File: config.mk
export PLATFORM = sky130hd
export DESIGN_NAME = key_range_node_table_core
export DESIGN_NICKNAME = d
export VERILOG_FILES = /design/src/sv/krnt_pkg.sv /design/src/sv/krnt_mem.sv /design/src/sv/krnt_seq.sv /design/src/sv/key_range_node_table_core.sv
export SDC_FILE = /design/constraint.sdc
export NUM_CORES = 2
export LEC_CHECK = 0
export ABC_AREA = 0
export CAP_MARGIN = 25
export CORE_AREA = 3 3 373 375
export CTS_CLUSTER_SIZE = 30
export DETAILED_ROUTE_END_ITERATION = 10
export DIE_AREA = 0 0 376 378
export DONT_BUFFER_PORTS = 1
export PLACE_DENSITY = 0.79
export SYNTH_ARGS = -nofsm -noshare
export SYNTH_HDL_FRONTEND = slang
export SYNTH_HIERARCHICAL = 1
export SYNTH_SLANG_ARGS = --single-unit
File: constraint.sdc
create_clock -name clk -period 25.5 [get_ports clk]
set_input_delay 1.275 -clock clk [delete_from_list [all_inputs] [get_ports clk]]
set_output_delay 1.275 -clock clk [all_outputs]
set_load 0.02 [all_outputs]
File: src/sv/krnt_pkg.sv
// ---------------------------------------------------------------------------
// krnt_pkg: shared types and constants of the key range node table
// Holds the entry layout, request and result words, operation codes and the
// sequencer states.
// ---------------------------------------------------------------------------
package krnt_pkg;

  localparam int KEY_W             = 32;
  localparam int NODE_W            = 16;
  localparam int TAG_W             = 32;
  localparam int IDX_W             = 5;
  localparam int TABLE_ENTRIES_DEF = 16;

  typedef enum logic [1:0] {
    ACT_UPSERT = 2'd0,
    ACT_DELETE = 2'd1,
    ACT_LOOKUP = 2'd2,
    ACT_NONE   = 2'd3
  } action_t;

  typedef enum logic [2:0] {
    S_IDLE,
    S_SCAN,
    S_SHIFT,
    S_NEXT,
    S_DONE
  } state_t;

  typedef struct packed {
    logic [KEY_W-1:0]  start_key;
    logic [KEY_W-1:0]  end_key;
    logic [NODE_W-1:0] node_id;
    logic [TAG_W-1:0]  update_tag;
  } entry_t;

  typedef struct packed {
    action_t           action;
    logic [KEY_W-1:0]  key;
    logic [KEY_W-1:0]  end_key;
    logic [NODE_W-1:0] node_id;
    logic [TAG_W-1:0]  update_tag;
  } req_t;

  typedef struct packed {
    logic              ok;
    logic              found;
    logic [IDX_W-1:0]  entry_index;
    logic [NODE_W-1:0] match_node;
    logic [NODE_W-1:0] next_node;
  } res_t;

endpackage

File: src/sv/krnt_mem.sv
// ---------------------------------------------------------------------------
// krnt_mem: entry storage
// One write port and one read port; read data is registered.
// ---------------------------------------------------------------------------
module krnt_mem #(
  parameter int DEPTH  = krnt_pkg::TABLE_ENTRIES_DEF,
  parameter int ADDR_W = 4
) (
  input  logic                 clk,
  input  logic                 wr_en,
  input  logic [ADDR_W-1:0]    wr_addr,
  input  krnt_pkg::entry_t     wr_data,
  input  logic                 rd_en,
  input  logic [ADDR_W-1:0]    rd_addr,
  output krnt_pkg::entry_t     rd_data
);

  krnt_pkg::entry_t mem [DEPTH];

  always_ff @(posedge clk) begin
    if (wr_en) begin
      mem[wr_addr] <= wr_data;
    end
  end

  always_ff @(posedge clk) begin
    if (rd_en) begin
      rd_data <= mem[rd_addr];
    end
  end

endmodule

File: src/sv/krnt_seq.sv
// ---------------------------------------------------------------------------
// krnt_seq: operation sequencer
// Walks the entry memory one entry per cycle, then overwrites, appends,
// shifts entries down or fetches the following node, and forms the result.
// ---------------------------------------------------------------------------
module krnt_seq #(
  parameter int TABLE_ENTRIES = krnt_pkg::TABLE_ENTRIES_DEF,
  localparam int AW = (TABLE_ENTRIES > 1) ? $clog2(TABLE_ENTRIES) : 1
) (
  input  logic              clk,
  input  logic              rst,
  input  logic              start,
  input  krnt_pkg::req_t    req,
  output logic              idle,
  output logic              res_valid,
  output krnt_pkg::res_t    res,
  input  logic              res_take,
  output logic              mem_wr_en,
  output logic [AW-1:0]     mem_wr_addr,
  output krnt_pkg::entry_t  mem_wr_data,
  output logic              mem_rd_en,
  output logic [AW-1:0]     mem_rd_addr,
  input  krnt_pkg::entry_t  mem_rd_data
);

  localparam int CW = $clog2(TABLE_ENTRIES + 1);
  localparam logic [CW-1:0] FULL = CW'(TABLE_ENTRIES);
  localparam logic [CW-1:0] ONE  = CW'(1);

  krnt_pkg::state_t state, state_next;
  logic [CW-1:0]    count, count_next;
  logic [CW-1:0]    rd_ptr, rd_ptr_next;
  logic             chk_vld, chk_vld_next;
  logic [CW-1:0]    chk_idx, chk_idx_next;
  krnt_pkg::req_t   req_r, req_next;
  krnt_pkg::res_t   res_r, res_next;

  logic [CW-1:0] wr_idx;
  logic [CW-1:0] rd_idx;
  logic [CW-1:0] nx_idx;
  logic          key_eq;
  logic          in_range;
  logic          hit;

  function automatic logic [krnt_pkg::IDX_W-1:0] to_index(logic [CW-1:0] v);
    logic [CW+krnt_pkg::IDX_W-1:0] w;
    w = {{krnt_pkg::IDX_W{1'b0}}, v};
    return w[krnt_pkg::IDX_W-1:0];
  endfunction

  assign key_eq   = (mem_rd_data.start_key == req_r.key);
  assign in_range = ($signed(mem_rd_data.start_key) <= $signed(req_r.key)) &&
                    ($signed(req_r.key) < $signed(mem_rd_data.end_key));
  assign hit      = chk_vld &&
                    ((req_r.action == krnt_pkg::ACT_LOOKUP) ? in_range : key_eq);
  assign nx_idx   = ((chk_idx + ONE) < count) ? (chk_idx + ONE) : '0;

  assign mem_wr_addr = wr_idx[AW-1:0];
  assign mem_rd_addr = rd_idx[AW-1:0];
  assign res         = res_r;

  always_ff @(posedge clk) begin
    if (rst) begin
      state   <= krnt_pkg::S_IDLE;
      count   <= '0;
      chk_vld <= 1'b0;
    end else begin
      state   <= state_next;
      count   <= count_next;
      chk_vld <= chk_vld_next;
    end
  end

  always_ff @(posedge clk) begin
    rd_ptr  <= rd_ptr_next;
    chk_idx <= chk_idx_next;
    req_r   <= req_next;
    res_r   <= res_next;
  end

  always_comb begin
    state_next   = state;
    count_next   = count;
    rd_ptr_next  = rd_ptr;
    chk_vld_next = chk_vld;
    chk_idx_next = chk_idx;
    req_next     = req_r;
    res_next     = res_r;
    mem_wr_en    = 1'b0;
    wr_idx       = '0;
    mem_wr_data  = '{start_key: req_r.key, end_key: req_r.end_key,
                     node_id: req_r.node_id, update_tag: req_r.update_tag};
    mem_rd_en    = 1'b0;
    rd_idx       = '0;
    idle         = 1'b0;
    res_valid    = 1'b0;

    unique case (state)
      krnt_pkg::S_IDLE: begin
        idle = 1'b1;
        if (start) begin
          req_next     = req;
          rd_ptr_next  = '0;
          chk_vld_next = 1'b0;
          res_next     = '{ok: 1'b0, found: 1'b0, entry_index: to_index(count),
                           match_node: '0, next_node: '0};
          if (req.action == krnt_pkg::ACT_NONE) begin
            state_next = krnt_pkg::S_DONE;
          end else begin
            state_next = krnt_pkg::S_SCAN;
          end
        end
      end

      krnt_pkg::S_SCAN: begin
        if (hit) begin
          chk_vld_next         = 1'b0;
          res_next.ok          = 1'b1;
          res_next.found       = 1'b1;
          res_next.entry_index = to_index(chk_idx);
          unique case (req_r.action)
            krnt_pkg::ACT_UPSERT: begin
              // An equal tag means the stored entry is already current.
              if (mem_rd_data.update_tag != req_r.update_tag) begin
                mem_wr_en = 1'b1;
                wr_idx    = chk_idx;
              end
              state_next = krnt_pkg::S_DONE;
            end
            krnt_pkg::ACT_DELETE: begin
              rd_ptr_next = chk_idx + ONE;
              state_next  = krnt_pkg::S_SHIFT;
            end
            krnt_pkg::ACT_LOOKUP: begin
              res_next.match_node = mem_rd_data.node_id;
              mem_rd_en           = 1'b1;
              rd_idx              = nx_idx;
              state_next          = krnt_pkg::S_NEXT;
            end
            default: begin
              state_next = krnt_pkg::S_DONE;
            end
          endcase
        end else if (rd_ptr < count) begin
          mem_rd_en    = 1'b1;
          rd_idx       = rd_ptr;
          chk_vld_next = 1'b1;
          chk_idx_next = rd_ptr;
          rd_ptr_next  = rd_ptr + ONE;
        end else if (chk_vld) begin
          chk_vld_next = 1'b0;
        end else begin
          // No entry matched: an upsert appends when there is room.
          if (req_r.action == krnt_pkg::ACT_UPSERT && count < FULL) begin
            mem_wr_en   = 1'b1;
            wr_idx      = count;
            count_next  = count + ONE;
            res_next.ok = 1'b1;
          end
          state_next = krnt_pkg::S_DONE;
        end
      end

      krnt_pkg::S_SHIFT: begin
        // Entry j+1 read last cycle is written to position j.
        if (chk_vld) begin
          mem_wr_en   = 1'b1;
          wr_idx      = chk_idx - ONE;
          mem_wr_data = mem_rd_data;
        end
        if (rd_ptr < count) begin
          mem_rd_en    = 1'b1;
          rd_idx       = rd_ptr;
          chk_vld_next = 1'b1;
          chk_idx_next = rd_ptr;
          rd_ptr_next  = rd_ptr + ONE;
        end else if (chk_vld) begin
          chk_vld_next = 1'b0;
        end else begin
          count_next = count - ONE;
          state_next = krnt_pkg::S_DONE;
        end
      end

      krnt_pkg::S_NEXT: begin
        res_next.next_node = mem_rd_data.node_id;
        state_next         = krnt_pkg::S_DONE;
      end

      krnt_pkg::S_DONE: begin
        res_valid = 1'b1;
        if (res_take) begin
          state_next = krnt_pkg::S_IDLE;
        end
      end

      default: begin
        state_next = krnt_pkg::S_IDLE;
      end
    endcase
  end

  a_count_bound: assert property (@(posedge clk) disable iff (rst)
    count <= FULL)
    else $error("entry count exceeds table size");

  a_write_bound: assert property (@(posedge clk) disable iff (rst)
    mem_wr_en |-> (wr_idx <= count) && (wr_idx < FULL))
    else $error("write outside the occupied table");

  a_count_hold: assert property (@(posedge clk) disable iff (rst)
    (state != krnt_pkg::S_SCAN && state != krnt_pkg::S_SHIFT) |=>
      (count == $past(count)))
    else $error("entry count changed outside an update");

endmodule

File: src/sv/key_range_node_table_core.sv
// ---------------------------------------------------------------------------
// key_range_node_table_core: ordered key range to node lookup table
// Upsert, delete and range lookup over a table of server entries.
// ---------------------------------------------------------------------------
// An operation runs from input word to result word through a walk of the entry
// memory, one entry per cycle on its single read port; a delete adds the shift
// of the later entries, and the spare action code skips the walk.
// Throughput: one operation at a time; a new word is taken once the previous
// result has moved into the output register.
// Reset: synchronous; clears the entry count and the handshakes. The entry
// memory is not cleared, since only entries below the count are ever read.
// ---------------------------------------------------------------------------
module key_range_node_table_core #(
  parameter int TABLE_ENTRIES = krnt_pkg::TABLE_ENTRIES_DEF
) (
  input  logic                               clk,
  input  logic                               rst,
  input  logic                               in_valid,
  output logic                               in_stall,
  input  logic [1:0]                         action,
  input  logic signed [krnt_pkg::KEY_W-1:0]  key,
  input  logic signed [krnt_pkg::KEY_W-1:0]  end_key,
  input  logic [krnt_pkg::NODE_W-1:0]        node_id,
  input  logic [krnt_pkg::TAG_W-1:0]         update_tag,
  output logic                               out_valid,
  input  logic                               out_stall,
  output logic                               ok,
  output logic                               found,
  output logic [krnt_pkg::IDX_W-1:0]         entry_index,
  output logic [krnt_pkg::NODE_W-1:0]        match_node,
  output logic [krnt_pkg::NODE_W-1:0]        next_node
);

  localparam int AW = (TABLE_ENTRIES > 1) ? $clog2(TABLE_ENTRIES) : 1;

  // Request word as it enters the sequencer.
  krnt_pkg::req_t   req;
  logic             start;
  logic             idle;

  // Finished result waiting for the output register.
  logic             res_valid;
  krnt_pkg::res_t   res;
  logic             res_take;

  // Entry memory ports.
  logic             mem_wr_en;
  logic [AW-1:0]    mem_wr_addr;
  krnt_pkg::entry_t mem_wr_data;
  logic             mem_rd_en;
  logic [AW-1:0]    mem_rd_addr;
  krnt_pkg::entry_t mem_rd_data;

  assign req = '{action: krnt_pkg::action_t'(action), key: key, end_key: end_key,
                 node_id: node_id, update_tag: update_tag};

  // The block takes a word only between operations.
  assign in_stall = !idle;
  assign start    = in_valid && !in_stall;

  // The output register decouples the sequencer from the consumer: a result
  // moves in when the register is empty or is being emptied this cycle.
  assign res_take = res_valid && (!out_valid || !out_stall);

  always_ff @(posedge clk) begin
    if (rst) begin
      out_valid <= 1'b0;
    end else if (res_take) begin
      out_valid <= 1'b1;
    end else if (!out_stall) begin
      out_valid <= 1'b0;
    end
  end

  always_ff @(posedge clk) begin
    if (res_take) begin
      ok          <= res.ok;
      found       <= res.found;
      entry_index <= res.entry_index;
      match_node  <= res.match_node;
      next_node   <= res.next_node;
    end
  end

  krnt_seq #(
    .TABLE_ENTRIES (TABLE_ENTRIES)
  ) u_seq (
    .clk         (clk),
    .rst         (rst),
    .start       (start),
    .req         (req),
    .idle        (idle),
    .res_valid   (res_valid),
    .res         (res),
    .res_take    (res_take),
    .mem_wr_en   (mem_wr_en),
    .mem_wr_addr (mem_wr_addr),
    .mem_wr_data (mem_wr_data),
    .mem_rd_en   (mem_rd_en),
    .mem_rd_addr (mem_rd_addr),
    .mem_rd_data (mem_rd_data)
  );

  krnt_mem #(
    .DEPTH  (TABLE_ENTRIES),
    .ADDR_W (AW)
  ) u_mem (
    .clk     (clk),
    .wr_en   (mem_wr_en),
    .wr_addr (mem_wr_addr),
    .wr_data (mem_wr_data),
    .rd_en   (mem_rd_en),
    .rd_addr (mem_rd_addr),
    .rd_data (mem_rd_data)
  );

endmodule

==> reports/qor.csv <==
stage,metric,value,unit
job,maxCapViolations,0,
routing,drc,0,
global_route,grt_overflow_total,0,
clock_network,post_cts_buffers,0,
setup_path,critPathKind,flip-flop to flip-flop,
logic_synthesis,yosysUniqueCellTypes,64,
clock_network,cts_tree,yes,
clock_network,cts_made_buffers,200,
setup_path,cp-start-kind,flip-flop,
timing,hold_viol,0,
layout,fin_nets,4244,
routing,drt-total-wl,203200,µm
timing,period_minus_slack,6812,ps
clock_network,hold_buffers,0,
logic_synthesis,ys_warn_count,6,
routing,dr.pass1.iters,8,
setup_path,worst_r2r_endpoint,u_mem/rd_data[20],
logic_synthesis,synth_edf_count,2106,
routing,postRouteAntennaNets,0,
logic_synthesis,yosysTopAreaCell,edfxtp_1,
logic_synthesis,synth_area,81370,µm²
setup_path,crit_fanout,120,
floorplan,initial_utilization,59.99,%
placement,hpwl,99010,µm
timing,whs,415.6,ps
logic_synthesis,synth_xor_area_share,0.4736,%
logic_synthesis,muxShareOfSynthArea,12.44,%
placement,placedCellCount,5618,
floorplan,ios,159,
logic_synthesis,syn_inst,3890,
power_and_ir_drop,p_per_area,86.45,nW/µm²
clock_network,ctsResizeCount,0,
setup_path,cp.required,26070,ps
layout,utilization,66.69,%
run_status,status,"complete, no violations",
logic_synthesis,synth-compound-area-share,3.503,%
global_route,grt_pass1_vias,41810,
setup_path,timing.critical_path.from,u_seq/req_r[111],
routing,wl_per_cell,33.84,µm
routing,wl_met2,99720,µm
timing,rsz0062_at_grt,false,
logic_synthesis,synthFlopType,edfxtp_1,
timing,timing.slew.headroom,20.81,%
routing,route.met3.wl,24210,µm
routing,viasPerCell,6.868,
timing,fmax,146.8,MHz
logic_synthesis,synthAdderAreaFrac,1.270,%
worst_hold_path,hp-class,flip-flop to flip-flop,
setup_path,crit_arrival,7380,ps
floorplan,dieArea,142100,µm²
layout,drive_above_1_share,21.54,%
global_route,antenna_found_initial,23,
timing,tns,0,ps
setup_path,reg2reg_from,u_seq/req_r[111],
routing,drt_iter0_drc,6307,
placement,gp_congestion,0.8189,
logic_synthesis,async_reset_ff_share,0,%
clock_network,root_buffer,clkbuf_16,
logic_synthesis,synth.area.top_cells,"edfxtp_1 (78%), mux4_2 (12%), a22oi_1 (2.1%)",
setup_path,rrSetupSlack,18690,ps
setup_path,rr_worst_depth,16,
power_and_ir_drop,total_power,7.820,mW
logic_synthesis,syn_area_per_cell,20.92,µm²
timing,setup_viol_count_final,0,
logic_synthesis,synth_nets,4090,
routing,m1WireLength,70920,µm
layout,fillCellCount,7995,
clock_network,clkLatencyLatePin,850,ps
timing,fin_crit_sh,26.71,%
power_and_ir_drop,leakagePower,28.47,nW
power_and_ir_drop,ir_worst_vdd,0.06433,mV
logic_synthesis,synthTopCellsByCount,"edfxtp_1 (2106), mux4_2 (448), nand2_1 (362), a22oi_1 (224), o21ai_0 (83)",
logic_synthesis,ys_ff_latch,2116,
floorplan,die_w,376,µm
clock_network,clk_pin_slew,60,ps
setup_path,cp_cell_sequence,"inv_1, ha_1, nand4_1, nor4_1, nand2_1, and3_1, o221ai_1, nand4_1, o211ai_1, buf_12, buf_4, buf_16, buf_4, mux4_2, a22oi_1, nand2_1",
setup_path,path_delay_family,buffers and inverters,
logic_synthesis,yosysMostFrequentCell,edfxtp_1,
logic_synthesis,synth_top_family_by_area,multiplexers,
floorplan,core,135600,µm²
layout,synthToLayoutAreaGrowth,11.16,%
timing,final_max_slew_viol_count,0,
layout,instances_no_fill,6006,
global_route,grt_pass1_wl,290600,µm
setup_path,cp_num_buf_inv,5,
setup_path,endpoint,u_mem/rd_data[20],
clock_network,h-tree-depth,4,
logic_synthesis,synthSimpleGateAreaFrac,2.795,%
floorplan,die_h,378,µm
global_route,grt_max_degree,141,
setup_path,crit_slowest_cell,buf_12,
routing,top_layer,met5,
timing,tightest_slew,1188,ps
routing,vias,41250,
setup_path,worst-path-stages,16,
logic_synthesis,ys_seq_area_share,77.96,%
global_route,groute.usage.overall,28.63,%
floorplan,rows,135,
setup_path,end_kind,flip-flop,
clock_network,clockBufferDepth,3,
clock_network,clkSinkCount,2116,
timing,clock_skew,43.93,ps
logic_synthesis,yosysTopAreaCellShare,77.72,%
placement,portBuffers,0,
setup_path,max_stage_delay,760,ps
-- flip-flops by register name, indices dropped and copies added, names as in the netlist, 3 cells and up --
name,flops
u_seq/state,3
entry_index,5
u_seq/rd_ptr,5
u_seq/chk_idx,5
u_seq/res,39
next_node,16
match_node,16
u_mem/mem,1792
u_mem/rd_data,112
u_seq/count,5
u_seq/req_r,114
-- layer usage --
layer	vias up	global-route usage (%)
met3	513	5.792
li1	16340	-
met2	3139	45.84
met4	10	11.87
met5	-	0
met1	21250	39.31
-- worst min path at each step --
stage                              from        endpoint  slack (ps)  cells past startpoint
final                      u_seq/res[1]    next_node[1]         420                      0
after global routing       u_seq/res[8]    next_node[8]         420                      0
after CTS                  u_seq/res[1]    next_node[1]         420                      0
after detailed placement  u_seq/res[28]  match_node[12]         400                      0
after global placement    u_seq/res[27]  match_node[11]         400                      0
after floorplan           u_seq/res[32]  entry_index[0]         400                      0
-- cell type report --
| type | count | area (µm²) | area share [%] |
|---|---|---|---|
| Tap cell | 1781 | 2228 | 2.464 |
| Inverter | 81 | 309.0 | 0.3417 |
| Clock buffer | 239 | 5194 | 5.742 |
| Timing Repair Buffer | 142 | 1274 | 1.408 |
| Antenna cell | 15 | 37.54 | 0.04150 |
| Clock inverter | 129 | 1120 | 1.238 |
| Sequential cell | 2116 | 63440 | 70.14 |
| Multi-Input combinational cell | 1503 | 16850 | 18.63 |
-- placed cells by master (no fill, tap or decap), types with 5 or more instances in the layout --
master      synthesis  final
clkbuf_16           0    202
clkinv_2            0     32
inv_6               0     10
mux4_2            448    448
clkinvlp_4          0     10
clkbuf_1           80     37
nor4_1             14     14
inv_1              81     80
and3_1              5      5
a22oi_1           224    224
buf_4              32    121
a21o_1              6      6
o21a_1              6      6
a21oi_1            36     36
o21ai_0            83     78
nand4_1            17     17
nor3_1             12      8
ha_1               81     81
clkinv_1            0     56
nand2b_1            7      7
nor2_1             32     19
nand2_1           362    361
dfxtp_1            10     10
nor2_4              0     13
xor2_1             35     35
xnor2_1             9      9
edfxtp_1         2106   2106
bufinv_16           0     15
nand3_1             7      7
diode_2             0     15
buf_12              0     12
and2_1             38     36
a221o_1             5      5
-- where the power goes --
| group | total (mW) | switching, mW | internal, mW |
|---|---|---|---|
| sequential | 4.20 | 0.0844 | 4.11 |
| combinational | 0.735 | 0.505 | 0.230 |
| clock | 2.89 | 1.28 | 1.61 |
-- metrics by stage --
step                      setup WS [ps]  instance area (µm²)
after floorplan                   14420                81370
after global placement            18350                83870
after detailed placement          18140                83990
after CTS                         18080                90310
after global routing              18090                90430
final                             18690                90450
-- kinds of logic after synthesis --
kind of cell / Yosys count
AND/OR/NAND/NOR: 518
flip-flops: 2116
AO/OA/AOI/OAI: 408
adder cells (fa/ha/maj): 82
buffers and inverters: 271
XOR/XNOR: 44
multiplexers: 451
-- worst reg2reg max path: cells and delay by family, from the launching register on --
family	cells	cell delay (ps)
adders and majority gates	1	370
buffers and inverters	5	2330
AOI/OAI and AO/OA	3	1220
DFF	1	380
muxes	1	660
and+or+nand+nor	6	1620
No activity file was read; power rests on OpenSTA's default activity.
